### src/sv/gpu_command_word_framer_macros.svh
// Assertion macros for the command word framer.
// Included by the top level; no other dependencies.
`ifndef GPU_COMMAND_WORD_FRAMER_MACROS_SVH
`define GPU_COMMAND_WORD_FRAMER_MACROS_SVH

// Same-cycle implication, disabled during reset.
`define GCWF_ASSERT_NOW(label, clk, rst_n, ante, cons, msg) \
    label: assert property (@(posedge clk) disable iff (!rst_n) (ante) |-> (cons)) \
        else $error(msg);

// Next-cycle implication, disabled during reset.
`define GCWF_ASSERT_NEXT(label, clk, rst_n, ante, cons, msg) \
    label: assert property (@(posedge clk) disable iff (!rst_n) (ante) |=> (cons)) \
        else $error(msg);

`endif

### src/sv/gcwf_pkg.sv
// Shared types, codes and opcode tables for the command word framer.
// No dependencies.
package gcwf_pkg;

    localparam int WORD_W   = 32;
    localparam int OPCODE_W = 8;
    localparam int INDEX_W  = 4;
    localparam int ERR_W    = 2;
    localparam int DMODE_W  = 14;
    localparam int TWIN_W   = 20;
    localparam int AREA_W   = 20;
    localparam int OFFS_W   = 22;
    localparam int MASK_W   = 2;

    localparam int MAX_PACKET_WORDS_DEF = 12;
    localparam int QUEUE_DEPTH_DEF      = 2;

    // error codes
    localparam logic [ERR_W-1:0] ERR_NONE       = 2'd0;
    localparam logic [ERR_W-1:0] ERR_UNKNOWN_OP = 2'd1;
    localparam logic [ERR_W-1:0] ERR_TEX_DEPTH  = 2'd2;

    // reserved texture depth code in the draw mode word
    localparam logic [1:0] TEX_DEPTH_RSVD = 2'b11;

    // opcodes that matter outside the length table
    localparam logic [OPCODE_W-1:0] OP_NOP        = 8'h00;
    localparam logic [OPCODE_W-1:0] OP_TEX_RECT16 = 8'h7C;
    localparam logic [OPCODE_W-1:0] OP_VRAM_COPY  = 8'h80;
    localparam logic [OPCODE_W-1:0] OP_DRAW_MODE  = 8'hE1;
    localparam logic [OPCODE_W-1:0] OP_TEX_WINDOW = 8'hE2;
    localparam logic [OPCODE_W-1:0] OP_AREA_TL    = 8'hE3;
    localparam logic [OPCODE_W-1:0] OP_AREA_BR    = 8'hE4;
    localparam logic [OPCODE_W-1:0] OP_DRAW_OFFS  = 8'hE5;
    localparam logic [OPCODE_W-1:0] OP_MASK_BIT   = 8'hE6;

    typedef enum logic [2:0] {
        SEL_NONE,
        SEL_DRAW_MODE,
        SEL_TEX_WINDOW,
        SEL_AREA_TL,
        SEL_AREA_BR,
        SEL_DRAW_OFFS,
        SEL_MASK
    } t_reg_sel;

    // one classified word on its way from front to back
    typedef struct packed {
        logic [WORD_W-1:0]   word;
        logic [OPCODE_W-1:0] opcode;
        logic [INDEX_W-1:0]  index;
        logic                last;
        logic                fwd;
        logic [ERR_W-1:0]    err;
        t_reg_sel            sel;
    } t_q_item;

    // packet length in words, 0 for an unknown opcode
    function automatic logic [INDEX_W-1:0] packet_length(input logic [OPCODE_W-1:0] op);
        logic [INDEX_W-1:0] len;
        case (op)
            8'h00, 8'h01:                      len = 4'd1;
            8'h02:                             len = 4'd3;
            8'h20:                             len = 4'd4;
            8'h28, 8'h29, 8'h2A, 8'h2B:        len = 4'd5;
            8'h2C, 8'h2D, 8'h2F:               len = 4'd9;
            8'h30:                             len = 4'd6;
            8'h38:                             len = 4'd8;
            8'h3C, 8'h3E:                      len = 4'd12;
            8'h40, 8'h60:                      len = 4'd3;
            8'h63, 8'h64, 8'h65, 8'h66:        len = 4'd4;
            8'h68:                             len = 4'd2;
            8'h75, 8'h7C:                      len = 4'd3;
            8'h80:                             len = 4'd5;
            8'hA0, 8'hC0:                      len = 4'd3;
            8'hE1, 8'hE2, 8'hE3, 8'hE4, 8'hE5, 8'hE6: len = 4'd1;
            default:                           len = 4'd0;
        endcase
        return len;
    endfunction

    function automatic logic goes_to_renderer(input logic [OPCODE_W-1:0] op);
        logic fwd;
        fwd = (packet_length(op) != 4'd0);
        if (op == OP_NOP || op == OP_TEX_RECT16 || op == OP_VRAM_COPY) begin
            fwd = 1'b0;
        end
        if (op >= OP_DRAW_MODE && op <= OP_MASK_BIT) begin
            fwd = 1'b0;
        end
        return fwd;
    endfunction

endpackage

### src/sv/gcwf_if.sv
// Valid/ready channel interfaces for command words and framed results.
// Depends on gcwf_pkg.
interface gcwf_cmd_if import gcwf_pkg::*; ();
    logic              valid;
    logic              ready;
    logic [WORD_W-1:0] cmd_word;

    modport source (output valid, output cmd_word, input ready);
    modport sink   (input valid, input cmd_word, output ready);
endinterface

interface gcwf_res_if import gcwf_pkg::*; ();
    logic                valid;
    logic                ready;
    logic [WORD_W-1:0]   word_out;
    logic [OPCODE_W-1:0] packet_opcode;
    logic [INDEX_W-1:0]  word_index;
    logic                packet_end;
    logic                forward_to_renderer;
    logic [ERR_W-1:0]    error_code;
    logic [DMODE_W-1:0]  draw_mode_bits;
    logic [TWIN_W-1:0]   texture_window_bits;
    logic [AREA_W-1:0]   area_top_left_bits;
    logic [AREA_W-1:0]   area_bottom_right_bits;
    logic [OFFS_W-1:0]   draw_offset_bits;
    logic [MASK_W-1:0]   mask_setting_bits;

    modport source (
        output valid, output word_out, output packet_opcode, output word_index,
        output packet_end, output forward_to_renderer, output error_code,
        output draw_mode_bits, output texture_window_bits, output area_top_left_bits,
        output area_bottom_right_bits, output draw_offset_bits, output mask_setting_bits,
        input ready
    );
    modport sink (
        input valid, input word_out, input packet_opcode, input word_index,
        input packet_end, input forward_to_renderer, input error_code,
        input draw_mode_bits, input texture_window_bits, input area_top_left_bits,
        input area_bottom_right_bits, input draw_offset_bits, input mask_setting_bits,
        output ready
    );
endinterface

### src/sv/gcwf_front.sv
// Front end: frames command words into packets and classifies each word.
// Depends on gcwf_pkg and gcwf_if.
module gcwf_front import gcwf_pkg::*; #(
    parameter int MAX_PACKET_WORDS = MAX_PACKET_WORDS_DEF
) (
    input  logic       i_clk,
    input  logic       i_rst_n,
    gcwf_cmd_if.sink   i_cmd,
    output logic       o_push_valid,
    input  logic       i_push_ready,
    output t_q_item    o_push_item
);

    localparam logic [INDEX_W:0]   CAP_CMP = (INDEX_W+1)'(MAX_PACKET_WORDS);
    localparam logic [INDEX_W-1:0] CAP_LEN = INDEX_W'(MAX_PACKET_WORDS);

    logic [INDEX_W-1:0]  r_words_left, n_words_left;
    logic [OPCODE_W-1:0] r_cur_op, n_cur_op;
    logic [INDEX_W-1:0]  r_pos, n_pos;

    logic [OPCODE_W-1:0] op;
    logic [INDEX_W-1:0]  tbl_len;
    logic [INDEX_W-1:0]  len;
    logic [INDEX_W-1:0]  wl;
    logic [INDEX_W-1:0]  wl_dec;
    logic                idle;
    logic                unknown;
    logic                last;
    logic                accept;
    logic [ERR_W-1:0]    err;
    t_reg_sel            sel;

    assign i_cmd.ready  = i_push_ready;
    assign o_push_valid = i_cmd.valid;
    assign accept       = i_cmd.valid && i_push_ready;

    always_comb begin
        op      = i_cmd.cmd_word[WORD_W-1 -: OPCODE_W];
        tbl_len = packet_length(op);
        idle    = (r_words_left == '0);
        unknown = (tbl_len == '0);

        len = unknown ? INDEX_W'(1) : tbl_len;
        if ({1'b0, len} > CAP_CMP) begin
            len = CAP_LEN;
        end
        if (len == '0) begin
            len = INDEX_W'(1);
        end

        n_cur_op = idle ? op : r_cur_op;
        wl       = idle ? len : r_words_left;
        wl_dec   = wl - INDEX_W'(1);
        last     = (wl_dec == '0);
        n_pos    = last ? '0 : ((idle ? '0 : r_pos) + INDEX_W'(1));
        n_words_left = wl_dec;

        err = (idle && unknown) ? ERR_UNKNOWN_OP : ERR_NONE;

        sel = SEL_NONE;
        if (last && err == ERR_NONE) begin
            case (n_cur_op)
                OP_DRAW_MODE:  sel = SEL_DRAW_MODE;
                OP_TEX_WINDOW: sel = SEL_TEX_WINDOW;
                OP_AREA_TL:    sel = SEL_AREA_TL;
                OP_AREA_BR:    sel = SEL_AREA_BR;
                OP_DRAW_OFFS:  sel = SEL_DRAW_OFFS;
                OP_MASK_BIT:   sel = SEL_MASK;
                default:       sel = SEL_NONE;
            endcase
        end
        // reserved texture depth still loads the register
        if (sel == SEL_DRAW_MODE && i_cmd.cmd_word[8:7] == TEX_DEPTH_RSVD) begin
            err = ERR_TEX_DEPTH;
        end

        o_push_item.word   = i_cmd.cmd_word;
        o_push_item.opcode = n_cur_op;
        o_push_item.index  = idle ? '0 : r_pos;
        o_push_item.last   = last;
        o_push_item.fwd    = goes_to_renderer(n_cur_op);
        o_push_item.err    = err;
        o_push_item.sel    = sel;
    end

    always_ff @(posedge i_clk) begin
        if (!i_rst_n) begin
            r_words_left <= '0;
            r_cur_op     <= '0;
            r_pos        <= '0;
        end else if (accept) begin
            r_words_left <= n_words_left;
            r_cur_op     <= n_cur_op;
            r_pos        <= n_pos;
        end
    end

endmodule

### src/sv/gcwf_queue.sv
// Short FIFO of classified words between front and back ends.
// Depends on gcwf_pkg.
module gcwf_queue import gcwf_pkg::*; #(
    parameter int DEPTH = QUEUE_DEPTH_DEF
) (
    input  logic    i_clk,
    input  logic    i_rst_n,
    input  logic    i_push_valid,
    output logic    o_push_ready,
    input  t_q_item i_push_item,
    output logic    o_pop_valid,
    input  logic    i_pop_ready,
    output t_q_item o_pop_item
);

    localparam int PTR_W = $clog2(DEPTH);
    localparam int CNT_W = $clog2(DEPTH + 1);
    localparam logic [PTR_W-1:0] PTR_LAST = PTR_W'(DEPTH - 1);
    localparam logic [CNT_W-1:0] CNT_FULL = CNT_W'(DEPTH);

    t_q_item            r_mem [DEPTH];
    logic [PTR_W-1:0]   r_wr_ptr, n_wr_ptr;
    logic [PTR_W-1:0]   r_rd_ptr, n_rd_ptr;
    logic [CNT_W-1:0]   r_count, n_count;
    logic               push;
    logic               pop;

    assign o_push_ready = (r_count != CNT_FULL);
    assign o_pop_valid  = (r_count != '0);
    assign o_pop_item   = r_mem[r_rd_ptr];
    assign push         = i_push_valid && o_push_ready;
    assign pop          = o_pop_valid && i_pop_ready;

    always_comb begin
        n_wr_ptr = r_wr_ptr;
        n_rd_ptr = r_rd_ptr;
        n_count  = r_count;
        if (push) begin
            n_wr_ptr = (r_wr_ptr == PTR_LAST) ? '0 : r_wr_ptr + PTR_W'(1);
        end
        if (pop) begin
            n_rd_ptr = (r_rd_ptr == PTR_LAST) ? '0 : r_rd_ptr + PTR_W'(1);
        end
        if (push && !pop) begin
            n_count = r_count + CNT_W'(1);
        end else if (pop && !push) begin
            n_count = r_count - CNT_W'(1);
        end
    end

    always_ff @(posedge i_clk) begin
        if (!i_rst_n) begin
            r_wr_ptr <= '0;
            r_rd_ptr <= '0;
            r_count  <= '0;
        end else begin
            r_wr_ptr <= n_wr_ptr;
            r_rd_ptr <= n_rd_ptr;
            r_count  <= n_count;
        end
    end

    always_ff @(posedge i_clk) begin
        if (push) begin
            r_mem[r_wr_ptr] <= i_push_item;
        end
    end

endmodule

### src/sv/gcwf_back.sv
// Back end: applies state commands and holds the output register.
// Depends on gcwf_pkg and gcwf_if.
module gcwf_back import gcwf_pkg::*; (
    input  logic       i_clk,
    input  logic       i_rst_n,
    input  logic       i_pop_valid,
    output logic       o_pop_ready,
    input  t_q_item    i_pop_item,
    gcwf_res_if.source o_res
);

    logic                r_valid;
    t_q_item             r_item;
    logic [DMODE_W-1:0]  r_draw_mode, n_draw_mode;
    logic [TWIN_W-1:0]   r_tex_window, n_tex_window;
    logic [AREA_W-1:0]   r_area_tl, n_area_tl;
    logic [AREA_W-1:0]   r_area_br, n_area_br;
    logic [OFFS_W-1:0]   r_draw_offs, n_draw_offs;
    logic [MASK_W-1:0]   r_mask, n_mask;
    logic                pop;

    assign o_pop_ready = !r_valid || o_res.ready;
    assign pop         = i_pop_valid && o_pop_ready;

    always_comb begin
        n_draw_mode  = r_draw_mode;
        n_tex_window = r_tex_window;
        n_area_tl    = r_area_tl;
        n_area_br    = r_area_br;
        n_draw_offs  = r_draw_offs;
        n_mask       = r_mask;
        case (i_pop_item.sel)
            SEL_DRAW_MODE:  n_draw_mode  = i_pop_item.word[DMODE_W-1:0];
            SEL_TEX_WINDOW: n_tex_window = i_pop_item.word[TWIN_W-1:0];
            SEL_AREA_TL:    n_area_tl    = i_pop_item.word[AREA_W-1:0];
            SEL_AREA_BR:    n_area_br    = i_pop_item.word[AREA_W-1:0];
            SEL_DRAW_OFFS:  n_draw_offs  = i_pop_item.word[OFFS_W-1:0];
            SEL_MASK:       n_mask       = i_pop_item.word[MASK_W-1:0];
            default:        ;
        endcase
    end

    always_ff @(posedge i_clk) begin
        if (!i_rst_n) begin
            r_valid      <= 1'b0;
            r_draw_mode  <= '0;
            r_tex_window <= '0;
            r_area_tl    <= '0;
            r_area_br    <= '0;
            r_draw_offs  <= '0;
            r_mask       <= '0;
        end else begin
            if (pop) begin
                r_valid      <= 1'b1;
                r_draw_mode  <= n_draw_mode;
                r_tex_window <= n_tex_window;
                r_area_tl    <= n_area_tl;
                r_area_br    <= n_area_br;
                r_draw_offs  <= n_draw_offs;
                r_mask       <= n_mask;
            end else if (o_res.ready) begin
                r_valid <= 1'b0;
            end
        end
    end

    always_ff @(posedge i_clk) begin
        if (pop) begin
            r_item <= i_pop_item;
        end
    end

    // state registers and r_item update on the same edge, so they always agree
    assign o_res.valid                  = r_valid;
    assign o_res.word_out               = r_item.word;
    assign o_res.packet_opcode          = r_item.opcode;
    assign o_res.word_index             = r_item.index;
    assign o_res.packet_end             = r_item.last;
    assign o_res.forward_to_renderer    = r_item.fwd;
    assign o_res.error_code             = r_item.err;
    assign o_res.draw_mode_bits         = r_draw_mode;
    assign o_res.texture_window_bits    = r_tex_window;
    assign o_res.area_top_left_bits     = r_area_tl;
    assign o_res.area_bottom_right_bits = r_area_br;
    assign o_res.draw_offset_bits       = r_draw_offs;
    assign o_res.mask_setting_bits      = r_mask;

endmodule

### src/sv/gpu_command_word_framer.sv
// Path: an accepted word is registered in the queue, then in the output register on o_res.
// Throughput: one word per cycle unless o_res stalls; the framer and state stage each take
//   one word per cycle and the default two-entry queue absorbs a stall on either side.
// Reset (i_rst_n low, synchronous): framer goes idle, queue and output register empty,
//   all drawing-state registers cleared to zero.
//
// Structure:
//   gcwf_front - tracks packet framing (words left, opcode, position), looks up the packet
//                length, flags renderer packets, picks which state register an E1..E6
//                word loads and works out the error code.
//   gcwf_queue - short FIFO of classified items.
//   gcwf_back  - loads the drawing-state registers and holds the output register; the
//                result carries the state after its own word was applied.
`include "gpu_command_word_framer_macros.svh"

module gpu_command_word_framer import gcwf_pkg::*; #(
    parameter int MAX_PACKET_WORDS = MAX_PACKET_WORDS_DEF,  // 12..16
    parameter int QUEUE_DEPTH      = QUEUE_DEPTH_DEF        // 2 or more
) (
    input  logic       i_clk,
    input  logic       i_rst_n,
    gcwf_cmd_if.sink   i_cmd,
    gcwf_res_if.source o_res
);

    logic    push_valid;
    logic    push_ready;
    t_q_item push_item;
    logic    pop_valid;
    logic    pop_ready;
    t_q_item pop_item;

    gcwf_front #(
        .MAX_PACKET_WORDS (MAX_PACKET_WORDS)
    ) u_front (
        .i_clk        (i_clk),
        .i_rst_n      (i_rst_n),
        .i_cmd        (i_cmd),
        .o_push_valid (push_valid),
        .i_push_ready (push_ready),
        .o_push_item  (push_item)
    );

    gcwf_queue #(
        .DEPTH (QUEUE_DEPTH)
    ) u_queue (
        .i_clk        (i_clk),
        .i_rst_n      (i_rst_n),
        .i_push_valid (push_valid),
        .o_push_ready (push_ready),
        .i_push_item  (push_item),
        .o_pop_valid  (pop_valid),
        .i_pop_ready  (pop_ready),
        .o_pop_item   (pop_item)
    );

    gcwf_back u_back (
        .i_clk       (i_clk),
        .i_rst_n     (i_rst_n),
        .i_pop_valid (pop_valid),
        .o_pop_ready (pop_ready),
        .i_pop_item  (pop_item),
        .o_res       (o_res)
    );

    // errors only ever appear on the opcode word of a packet
    `GCWF_ASSERT_NOW(a_err_on_first_word, i_clk, i_rst_n,
        o_res.valid && o_res.word_index != '0, o_res.error_code == ERR_NONE,
        "error code on a parameter word")

    // an unknown opcode always closes a one-word packet that is not forwarded
    `GCWF_ASSERT_NOW(a_unknown_single, i_clk, i_rst_n,
        o_res.valid && o_res.error_code == ERR_UNKNOWN_OP,
        o_res.packet_end && !o_res.forward_to_renderer,
        "unknown opcode not framed as a single dropped word")

    // reserved depth flag only from a draw mode word that carries it, and it was loaded
    `GCWF_ASSERT_NOW(a_tex_depth_src, i_clk, i_rst_n,
        o_res.valid && o_res.error_code == ERR_TEX_DEPTH,
        o_res.packet_opcode == OP_DRAW_MODE &&
            o_res.draw_mode_bits[8:7] == TEX_DEPTH_RSVD,
        "texture depth error without a reserved draw mode load")

endmodule

### src/flat_wrapper.sv
// flat-port wrapper written by rule: the top's interface ports become plain ports
module gpu_command_word_framer_flat import gcwf_pkg::*;
#(
    parameter int MAX_PACKET_WORDS = MAX_PACKET_WORDS_DEF,           
    parameter int QUEUE_DEPTH      = QUEUE_DEPTH_DEF                    
)
  (i_clk, i_rst_n, i_cmd_valid, i_cmd_cmd_word, i_cmd_ready, o_res_valid, o_res_word_out, o_res_packet_opcode, o_res_word_index, o_res_packet_end, o_res_forward_to_renderer, o_res_error_code, o_res_draw_mode_bits, o_res_texture_window_bits, o_res_area_top_left_bits, o_res_area_bottom_right_bits, o_res_draw_offset_bits, o_res_mask_setting_bits, o_res_ready);
  gcwf_cmd_if i_cmd_i ();
  gcwf_res_if o_res_i ();
  input  logic i_clk;
  input  logic i_rst_n;
  input wire logic [$bits(i_cmd_i.valid)-1:0] i_cmd_valid;
  input wire logic [$bits(i_cmd_i.cmd_word)-1:0] i_cmd_cmd_word;
  output wire logic [$bits(i_cmd_i.ready)-1:0] i_cmd_ready;
  output wire logic [$bits(o_res_i.valid)-1:0] o_res_valid;
  output wire logic [$bits(o_res_i.word_out)-1:0] o_res_word_out;
  output wire logic [$bits(o_res_i.packet_opcode)-1:0] o_res_packet_opcode;
  output wire logic [$bits(o_res_i.word_index)-1:0] o_res_word_index;
  output wire logic [$bits(o_res_i.packet_end)-1:0] o_res_packet_end;
  output wire logic [$bits(o_res_i.forward_to_renderer)-1:0] o_res_forward_to_renderer;
  output wire logic [$bits(o_res_i.error_code)-1:0] o_res_error_code;
  output wire logic [$bits(o_res_i.draw_mode_bits)-1:0] o_res_draw_mode_bits;
  output wire logic [$bits(o_res_i.texture_window_bits)-1:0] o_res_texture_window_bits;
  output wire logic [$bits(o_res_i.area_top_left_bits)-1:0] o_res_area_top_left_bits;
  output wire logic [$bits(o_res_i.area_bottom_right_bits)-1:0] o_res_area_bottom_right_bits;
  output wire logic [$bits(o_res_i.draw_offset_bits)-1:0] o_res_draw_offset_bits;
  output wire logic [$bits(o_res_i.mask_setting_bits)-1:0] o_res_mask_setting_bits;
  input wire logic [$bits(o_res_i.ready)-1:0] o_res_ready;
  assign i_cmd_i.valid = i_cmd_valid;
  assign i_cmd_i.cmd_word = i_cmd_cmd_word;
  assign i_cmd_ready = i_cmd_i.ready;
  assign o_res_valid = o_res_i.valid;
  assign o_res_word_out = o_res_i.word_out;
  assign o_res_packet_opcode = o_res_i.packet_opcode;
  assign o_res_word_index = o_res_i.word_index;
  assign o_res_packet_end = o_res_i.packet_end;
  assign o_res_forward_to_renderer = o_res_i.forward_to_renderer;
  assign o_res_error_code = o_res_i.error_code;
  assign o_res_draw_mode_bits = o_res_i.draw_mode_bits;
  assign o_res_texture_window_bits = o_res_i.texture_window_bits;
  assign o_res_area_top_left_bits = o_res_i.area_top_left_bits;
  assign o_res_area_bottom_right_bits = o_res_i.area_bottom_right_bits;
  assign o_res_draw_offset_bits = o_res_i.draw_offset_bits;
  assign o_res_mask_setting_bits = o_res_i.mask_setting_bits;
  assign o_res_i.ready = o_res_ready;
  gpu_command_word_framer #(.MAX_PACKET_WORDS(MAX_PACKET_WORDS), .QUEUE_DEPTH(QUEUE_DEPTH)) u_core (.i_clk(i_clk), .i_rst_n(i_rst_n), .i_cmd(i_cmd_i), .o_res(o_res_i));
endmodule
### config.mk
export PLATFORM = sky130hd
export DESIGN_NAME = gpu_command_word_framer_flat
export DESIGN_NICKNAME = d
export VERILOG_FILES = /design/src/sv/gcwf_pkg.sv /design/src/sv/gcwf_if.sv /design/src/sv/gcwf_front.sv /design/src/sv/gcwf_queue.sv /design/src/sv/gcwf_back.sv /design/src/sv/gpu_command_word_framer.sv /design/src/flat_wrapper.sv
export VERILOG_INCLUDE_DIRS = /design/src /design/src/sv
export SDC_FILE = /design/constraint.sdc
export NUM_CORES = 1
export LEC_CHECK = 0
export ABC_AREA = 1
export ABC_CLOCK_PERIOD_IN_PS = 10100
export BUFFER_PORTS_ARGS = -buffer_cell sky130_fd_sc_hd__buf_4
export CORE_UTILIZATION = 35
export CTS_BUF_LIST = sky130_fd_sc_hd__clkbuf_4
export DETAILED_ROUTE_END_ITERATION = 7
export GPL_TIMING_DRIVEN = 1
export HOLD_SLACK_MARGIN = 0.02
export SKIP_CTS_REPAIR_TIMING = 1
export SKIP_LAST_GASP = 1
export SLEW_MARGIN = 0
export SYNTH_ARGS = -nofsm -noshare
export SYNTH_HDL_FRONTEND = slang
export SYNTH_SLANG_ARGS = --single-unit
### constraint.sdc
create_clock -name i_clk -period 10.1 [get_ports i_clk]
set_input_delay 1.01 -clock i_clk [delete_from_list [all_inputs] [get_ports i_clk]]
set_output_delay 1.01 -clock i_clk [all_outputs]
set_load 0.005 [all_outputs]
==> results.md, run 1 <==
- Status: completed
- CP delay by family, top: simple AND/OR/NAND/NOR gates
- CP Max Fanout: 37
- Max VDD drop: between 0.0001 and 0.00015 V
- Slowest-stage cell, CP: inv_1
- CTS Buf Count: 74
- Gate power share: 30.7%
- Synth area leaders: edfxtp_1 43%, dfxtp_1 23%, nand2_1 5.4%, mux2_2 5.2%, a21oi_1 4.7%
- Pint: 2.485 mW
- Setup Slack @ Placement: 6.163 ns
- Top-count cell post-synth: nand2_1
- Power per cell area: between 200 and 300 nW/um^2
- Register area: 6908 sq um
- Vias/cell: 4.752
- Fill cells: about 2,800
- First-pass GRT wire length: about 42,000 um
- Vias in the first global route: just under 8,000
- Placement Rows: 62
- Drt wl/cell: 16.56 um
- Die ar.: 30,650 sq um
- Total grt overflow: 0
- Net Sw Frac: between 30 and 40%
- Tot Pwr: 3.741 mW
- # IOs: between 150 and 200
- Final Non-Filler Cells: 1,646
- Max Clock Skew: around 0.044 ns
- CP max stage delay: 0.81 ns
- Final cycle utilization of the critical path: between 30% and 40%
- Final worst slack: 6.521 ns
- Inst Count DP: ~1,500
- Largest net degree at the start of global routing: 71
- Initial DRC Count: 489
- Area grow syn2layout: 25.71%
- Seq/Total Area, Yosys: 65.89%
- Syn. warnings: 0
- Worst Path Buf+Inv: 2
- Switching power: 1.256 mW
- Synth Register Bits: 270
- # H-tree levels: 3
- Register share of total power: 43.0%
- Core Region: 29,090 sq um
- Final nets: 1,247
- Share of layout cells above drive strength 1: 31.32%
- Reg clk slew, reported paths: 0.07 ns
- WHS: 0.4529 ns
- Hold Violations, Final: 0
- Die Y: 175.1 um
- RSZ-0062 raised after global routing: no
- Area occupied by multi-input gates: about 3100 sq um
- Post-Syn Nets: between 1,000 and 1,500
- HPWL after DPL: 17,300 um
- Via count: 7,822
- Number of distinct library cells after synthesis: 36
- Final Max Slew Viols: 0
- Setup_tns: 0 ns
- Cell taking the most area after synthesis: edfxtp_1
- Die Width: between 150 and 200 um
- Post-route ant nets: 0
- Gpl congestion: approximately 0.84
- I/O Buffers: 183
- Mapped Cells: 988
- Ys flop type: edfxtp_1
- Final wirelength: 27,250 um
- Top post-synthesis cells by count: 151 x nand2_1, 150 x edfxtp_1, 120 x dfxtp_1
- CP startpoint kind: flop
- Max_cap viols: 0
- Hold path depth: 2
- Number of enable flip-flop cells after synthesis: 150
- Arr. time, crit path: 4.13 ns
- Initial core utilization: 36.03%
- Cell depth of the worst flop-to-flop path: 8
- Worst EP required: 10.65 ns
- Area post-placement: 12,220 sq um
- Critical path depth in cells: 8
- Least-Margin Pin Slew: 1.043 ns
- Drt drc: 0
- Finished Cell Area: 13,180 sq um
- CTS Sinks: 270
- Worst Setup Path Type: flop to flop
- Fin crit period: 3.579 ns
- Share of the synthesized area in the top cell type: 42.97%
- Setup-failing EPs final: 0
- Worst hold path class: flop to flop
- Post-layout util: 45.30%
- Leakage: between 5 and 6 nW
- Syn Std Cell Area: 10,480 sq um
- Slew HR: between 30% and 40%
- Avg Cell Area, Syn: 10.61 sq um
- FFs w/ async S/R, synth: 0%
- TritonCTS clock tree: yes
- Drt pass-1 iters: 4
- Max Clk Rate: 0.2794 GHz
- GRT Overall Usage: 17.83%
- Maximum clock path buffer count: 3
- CP endpoint kind: flop
- Clock power frac: 26.3%
- CTS root buf: clkbuf_4
- Initial antenna violation count: 1
- Clock Latency Late Sink: 0.66 ns
- CP cell instances: nand2_1, o21ai_1, inv_1, nor2_4, nand3_1, inv_1, nor2_1, nor2_1
kinds of logic after synthesis:
group,synth area share [%]
buffers and inverters,5.204
muxes,5.156
adders and majority gates,0.4775
DFF,65.89
and+or+nand+nor,14.05
xor gates and xnor gates,0.2507
AOI/OAI and AO/OA,8.976
layer usage:
layer / part of all wire (%) / track usage [%] / vias to the layer above
li1: - / - / 3837
met1: 45 / 22.61 / 3718
met2: 47 / 28.67 / 216
met3: 5.6 / 4.721 / 51
met4: 2.6 / 7.572 / 0
met5: 0 / 0 / -
flip-flops by register name (all words and copies together) (netlist names), 2 cells and up, named ones only:
register                                    cells
u_core.u_back.o_res.word_out                   32
u_core.u_back.o_res.area_top_left_bits         20
u_core.u_queue.r_mem                          102
u_core.u_back.o_res.error_code                  2
u_core.u_back.o_res.area_bottom_right_bits     20
u_core.u_back.o_res.draw_mode_bits             14
u_core.u_back.o_res.draw_offset_bits           22
u_core.u_back.o_res.mask_setting_bits           2
u_core.u_front.r_pos                            4
u_core.u_queue.r_count                          2
u_core.u_back.o_res.texture_window_bits        20
u_core.u_front.r_cur_op                         8
u_core.u_front.r_words_left                     4
u_core.u_back.o_res.word_index                  4
u_core.u_back.o_res.packet_opcode               8
power by group through the flow:
stage / clock network (mW) / registers, mW / logic [mW]
2_1_floorplan: 0 / 1.62 / 0.658
3_3_place_gp: 0 / 1.63 / 1.15
3_5_place_dp: 0 / 1.63 / 1.16
4_1_cts: 1.02 / 1.61 / 1.17
5_1_grt: 1.08 / 1.64 / 1.27
6_report: 0.983 / 1.61 / 1.15
layout make-up:
| class | instances | area share [%] |
|---|---|---|
| Clock inverter | 13 | 0.6077 |
| Clock buffer | 117 | 6.665 |
| Tap cell | 384 | 3.646 |
| Sequential cell | 270 | 52.42 |
| Multi-Input combinational cell | 580 | 23.22 |
| Timing Repair Buffer | 190 | 10.82 |
| Antenna cell | 1 | 0.01899 |
| Inverter | 91 | 2.592 |
worst paths after layout:
check | from | endpoint | slack [ns]
max reg2reg | flop | u_core.u_back.o_res.area_top_left_bits[8] | 6.52
min reg2reg | u_core.u_back.o_res.area_bottom_right_bits[8] | u_core.u_back.o_res.area_bottom_right_bits[8] | 0.45
max | flop | u_core.u_back.o_res.area_top_left_bits[8] | 6.52
min | u_core.u_back.o_res.area_bottom_right_bits[8] | u_core.u_back.o_res.area_bottom_right_bits[8] | 0.45
worst min-delay path, stage by stage (launching register included):
cell	delay, ns
dfxtp_1	0.31
inv_1	0.05
a21oi_1	0.05
cells in the final DEF (no fill, tap or decap), drive strengths merged:
master	instances
or2	1
diode	1
o31ai	1
a21oi	99
clkinv	10
xor2	2
o21ai	77
a31oi	1
and2	1
nand4	6
buf	190
o2111ai	1
bufinv	1
nor3b	1
o211ai	1
mux2	48
o21bai	1
inv	93
dfxtp	120
nor3	3
edfxtp	150
ha	4
nand3	71
nor2	102
xnor2	1
clkbuf	117
nand2	159
No activity file was read; power rests on OpenSTA's default activity.
==> inputs of run 2 (changes only) <==
- ABC_AREA: 1 -> 0
- ABC_CLOCK_PERIOD_IN_PS: 10100 -> 3200
- clock period: 10.1 -> 3.2 ns (I/O delays scaled with it)
==> results.md, run 2 <==
- CP endpoint kind: flop
- Initial core utilization: 35.78%
- Initial DRC Count: between 400 and 500
- Share of the synthesized area in the top cell type: 42.14%
- Setup-failing EPs final: 0
- Max_cap viols: 0
- Die Width: 176.7 um
- Tot Pwr: 11.45 mW
- Hold Violations, Final: 0
- CTS Sinks: 270
- Worst hold path class: input pin to flop
- CTS Buf Count: 74
- Die ar.: 31,240 sq um
- DR WL met2: 12,930 um
- Vias/cell: 4.885
- Cell taking the most area after synthesis: edfxtp_1
- Final Max Slew Viols: 0
- Slew HR: 49.01%
- Reg clk slew, reported paths: approximately 0.060 ns
- CP delay by family, top: simple AND/OR/NAND/NOR gates
- Maximum clock path buffer count: 3
- FFs w/ async S/R, synth: 0%
- Share of layout cells above drive strength 1: roughly 33%
- Slowest-stage cell, CP: nor4_4
- Placement Rows: 63
- Syn Std Cell Area: 10,690 sq um
- Top-count cell post-synth: edfxtp_1
- Largest net degree at the start of global routing: 62
- Arr. time, crit path: 3.40 ns
- Most frequent cells in the layout: 202 x buf_4, 150 x edfxtp_1, 128 x nand2_1
- TritonCTS clock tree: yes
- # IOs: 184
- Final wirelength: ~26,000 um
- Final nets: between 1,000 and 1,500
- Area post-placement: around 13,000 sq um
- Max Clk Rate: roughly 0.34 GHz
- # H-tree levels: 3
- Commonest non-fill, non-tap cell in the layout: buf_4
- Syn. warnings: 0
- Drt pass-1 iters: 5
- Worst Setup Path Type: flop to flop
- Gpl congestion: 0.8066
- Least-Margin Pin Slew: 0.7436 ns
- Most flop-heavy register: u_core.u_queue.r_mem
- Mapped Cells: 828
- Max Clock Skew: 0.04813 ns
- Met3 WL post-DR: between 1000 and 1500 um
- Number of distinct library cells after synthesis: 68
- Drt drc: 0
- Fill cells: 2,758
- CP cell instances: nor4_4, o21ai_0, o21a_1, ha_1, nor2b_1, nand3_1, o211ai_4, nand3_2, nor4_2
- Max FFs per register: 102
- Drt wl/cell: 17.04 um
- Ys flop type: edfxtp_1
- Seq/Total Area, Yosys: about 65%
- Area grow syn2layout: 29.91%
- CTS root buf: clkbuf_4
- Core Region: 29,870 sq um
- Die Y: around 180 um
- Worst Path Buf+Inv: 0
- Leakage: 6.626 nW
- Worst EP required: around 3.7 ns
- Total grt overflow: 0
- Top post-synthesis cells by count: 150 x edfxtp_1, 128 x nand2_1, 120 x dfxtp_1
- Met1 WL: 11,450 um
- Max VDD drop: 0.0003378 V
- Initial antenna violation count: 2
- Setup_tns: 0 ns
- Post-route ant nets: 0
- Vias in the first global route: 7,196
- Synth area leaders: edfxtp_1 42%, dfxtp_1 22%, o211a_1 10%, nand2_1 4.5%, mux2i_1 3.0%
- Via count: roughly 7,500
- CP Max Fanout: 10
- Final cycle utilization of the critical path: 91.85%
- CP max stage delay: 0.65 ns
- Clock Latency Late Sink: 0.67 ns
- WHS: 0.1349 ns
- GRT Overall Usage: 16.42%
- First-pass GRT wire length: 39,460 um
- I/O Buffers: between 150 and 200
- Fin crit period: 2.939 ns
- Avg Cell Area, Syn: ~13 sq um
- Top routing layer in use: met4
- Post-Syn Nets: between 800 and 900
- Power per cell area: 824.4 nW/um^2
- Status: completed
- RSZ-0062 raised after global routing: no
- HPWL after DPL: roughly 17,000 um
- Finished Cell Area: 13,880 sq um
- CP startpoint kind: flop
- Synth Register Bits: 270
- Number of enable flip-flop cells after synthesis: 150
-- run 2: cell types whose count changed after synthesis, moves of 8 or more --
| cell | previous run | this run |
|---|---|---|
| a21oi_1 | 98 | 9 |
| and2_1 | 1 | 12 |
| clkbuf_1 | 30 | 39 |
| inv_1 | 81 | 35 |
| inv_2 | 9 | 1 |
| mux2_2 | 48 | 28 |
| mux2i_1 | 0 | 32 |
| nand2_1 | 151 | 128 |
| nand3_1 | 71 | 8 |
| nor2_1 | 92 | 28 |
| nor2b_1 | 0 | 8 |
| o211a_1 | 0 | 107 |
| o21ai_0 | 61 | 7 |
| o21ai_1 | 13 | 1 |
-- run 2: logic make-up after synthesis --
group	after synthesis	share of synthesized area (%)
compound gates	164	14.55
buf+inv	89	3.383
mux	60	5.947
simple gates	235	10.54
flops	270	64.62
xor+xnor	6	0.4918
fa+ha+maj	4	0.4683
-- run 2: worst paths after layout --
check	cells after the start	slack [ns]	from	end
worst max-delay path	9	0.26	u_core.u_front.r_words_left[0]	u_core.u_queue.r_mem[0][4]
worst min-delay path	3	0.13	o_res_ready	u_core.u_back.o_res.valid
worst max register to register	9	0.26	u_core.u_front.r_words_left[0]	u_core.u_queue.r_mem[0][4]
worst min register to register	2	0.49	u_core.u_front.r_pos[3]	u_core.u_front.r_pos[3]
-- run 2: worst min-delay path, cell delays in order --
cell	delay, ns
buf_4	0.08
nor2b_1	0.09
o31a_1	0.25
-- run 2: metrics by stage --
| stage | setup slack (ns) | std cells | util, % |
|---|---|---|---|
| finish | 0.2609 | 1541 | 46.48 |
| detailed placement | 0.1447 | 1371 | 42.11 |
| global route | 0.05964 | 1541 | 46.48 |
| global placement | 0.2202 | 1371 | 42.11 |
| floorplan | 0.1192 | 828 | - |
| CTS | 0.2637 | 1507 | 45.39 |
-- run 2: per-layer routing --
metal,GRT usage (%),vias to the layer above
li1,-,3638
met1,20.46,3623
met2,27.03,232
met3,4.360,35
met4,6.466,0
met5,0,-
-- run 2: cell type report --
class	count	area (sq um)	area share [%]
Inverter	37	138.9	1.000
Tap cell	390	488.0	3.514
Clock buffer	111	833.3	6.002
Multi-Input combinational cell	469	3467	24.97
Antenna cell	2	5.005	0.03605
Clock inverter	25	145.1	1.045
Sequential cell	270	6910	49.77
Timing Repair Buffer	237	1897	13.66
-- run 2: power by group --
| group | total (mW) | switching (mW) | internal, mW |
|---|---|---|---|
| logic | 3.29 | 1.79 | 1.50 |
| registers | 5.03 | 0.374 | 4.65 |
| clock network | 3.12 | 1.44 | 1.69 |
| total | 11.4 | 3.60 | 7.84 |
==> inputs of run 3 (changes only) <==
- ABC_CLOCK_PERIOD_IN_PS: 3200 -> 3500
- clock period: 3.2 -> 3.5 ns (I/O delays scaled with it)
==> results.md, run 3 (same netlist as run 2, synthesis figures left out) <==
- Status: completed
- Initial DRC Count: 439
- Final wirelength: approximately 26,000 um
- Clock Latency Late Sink: 0.68 ns
- Net Sw Frac: a little under a third
- Fill cells: around 2,800
- First-pass GRT wire length: 40,030 um
- Slew HR: 37.24%
- Placement Rows: 63
- Gate power share: 28.7%
- CP delay by family, top: simple AND/OR/NAND/NOR gates
- Worst EP required: 3.97 ns
- Reg2reg setup slack: 0.52 ns
- Worst Path Buf+Inv: 3
- CP cell instances: dlygate4sd3_1, buf_4, and3b_1, o211a_1, nor4_1, buf_4, o21a_1, ha_1, nor2b_1, nand3_1, o211ai_4, nand3_2, nor4_2
- Max_cap viols: 0
- CP max stage delay: 0.53 ns
- CP endpoint kind: flop
- Most flop-heavy register: u_core.u_queue.r_mem
- Setup_tns: 0 ns
- Slowest-stage cell, CP: dlygate4sd3_1
- GRT Overall Usage: between 10% and 20%
- Worst r2r src: u_core.u_front.r_words_left[0]
- Setup Slack @ Placement: 0.3205 ns
- TritonCTS clock tree: yes
- Share of layout cells above drive strength 1: between 30% and 40%
- Area grow syn2layout: 29.82%
- Worst Setup Path Type: input pin to flop
- Hold Violations, Final: 0
- Register share of total power: 43.4%
- Commonest non-fill, non-tap cell in the layout: buf_4
- Final Non-Filler Cells: approximately 1,500
- Cell with the most instances on the worst path: buf_4
- Setup-failing EPs final: 0
- Core Region: between 20,000 and 30,000 sq um
- Register area: 6910 sq um
- CP Max Fanout: 17
- Area post-placement: approximately 13,000 sq um
- Initial antenna violation count: 1
- Reg clk slew, reported paths: 0.06 ns
- Vias/cell: just under 5
- RSZ-0062 raised after global routing: no
- Via count: about 7,500
- Least-Margin Pin Slew: 0.9152 ns
- Final cycle utilization of the critical path: 87.92%
- Switching power: 3.280 mW
- Hold Crit Endpoint: u_core.u_back.o_res.valid
- HPWL after DPL: 17,080 um
- Leakage: 6.623 nW
- Total grt overflow: 0
- CTS Buf Count: 76
- Worst hold path class: input pin to flop
- Final Max Slew Viols: 0
- # H-tree levels: 3
- Inst Count DP: about 1,400
- Largest net degree at the start of global routing: 70
- Max FFs per register: 102
- Clock power frac: 27.9%
- Drt drc: 0
- Die Y: 176.7 um
- CTS Sinks: between 200 and 300
- Fin crit period: 3.077 ns
- CP startpoint kind: input pin
- Die ar.: about 31,000 sq um
- Area occupied by multi-input gates: 3467 sq um
- Drt pass-1 iters: 6
- Final nets: 1,128
- Max Clk Rate: about 0.32 GHz
- WHS: 0.1243 ns
- Finished Cell Area: 13,870 sq um
- Final worst slack: about 0.42 ns
- Maximum clock path buffer count: 3
- Post-route ant nets: 0
- Hold_sp: o_res_ready
- Reg2reg end: u_core.u_queue.r_mem[1][4]
- # IOs: 184
- Max VDD drop: 0.0003382 V
- Hold path depth: 3
- Tot Pwr: 10.46 mW
- I/O Buffers: ~180
- Most frequent cells in the layout: 200 x buf_4, 150 x edfxtp_1, 128 x nand2_1
- Drt wl/cell: 17.04 um
- Pint: 7.181 mW
- Gpl congestion: roughly 0.79
- Cell depth of the worst flop-to-flop path: 9
- CTS root buf: clkbuf_4
- Arr. time, crit path: 3.54 ns
- Vias in the first global route: 7,297
- Post-layout util: 46.44%
- Initial core utilization: a little over a third
- Die Width: 176.7 um
- Power per cell area: about 750 nW/um^2
- Max Clock Skew: around 0.080 ns
[run 3: cell count changes in the layout (fill, tap and decap cells not counted), sizes merged]
cell	previous run	this run
clkinv	20	15
buf	205	202
clkbuf	111	117
clkinvlp	2	3
inv	39	38
[run 3: routing by layer]
| metal | wire length (um) | track usage (%) |
|---|---|---|
| met5 | 0 | 0 |
| met4 | 709 | 6.537 |
| met3 | 1339 | 4.403 |
| met2 | 12560 | 27.06 |
| met1 | 11610 | 20.99 |
[run 3: cell type report]
type,count,area share [%]
inverters,37,1.001
clock inverters,20,0.9018
repair buffers,234,13.42
clock buffers,117,6.331
well taps,390,3.517
multi-input cells,469,24.99
diodes,2,0.03607
flip-flops and latches,270,49.81
[run 3: worst reg2reg max path, stage by stage (launching register included)]
cell and delay (ns):
dfxtp_1 0.37, nor4_4 0.51, o21ai_0 0.30, o21a_1 0.29, ha_1 0.23, nor2b_1 0.15, nand3_1 0.15, o211ai_4 0.32
nand3_2 0.15, nor4_2 0.31
[run 3: power by group through the flow]
stage	Clock [mW]	Sequential, mW	Combinational (mW)
after floorplan	0	4.62	1.60
after global placement	0	4.58	3.01
after detailed placement	0	4.61	3.02
after CTS	3.04	4.54	3.03
after global routing	3.20	4.62	3.28
final	2.92	4.54	3.00
[run 3: worst max path at each step]
stage / startpoint / endpoint / slack, ns / depth (start not counted)
after detailed placement: i_cmd_cmd_word[28] / u_core.u_queue.r_mem[0][4] / 0.32 / 12
after CTS: u_core.u_front.r_words_left[0] / u_core.u_queue.r_mem[0][1] / 0.47 / 9
after floorplan: u_core.u_queue.r_count[0] / u_core.u_queue.r_mem[0][0] / 0.0007 / 4
after global placement: i_cmd_cmd_word[28] / u_core.u_queue.r_mem[0][4] / 0.37 / 12
after global routing: u_core.u_front.r_words_left[0] / u_core.u_queue.r_mem[0][4] / 0.17 / 9
final: i_cmd_cmd_word[28] / u_core.u_queue.r_mem[1][4] / 0.42 / 13
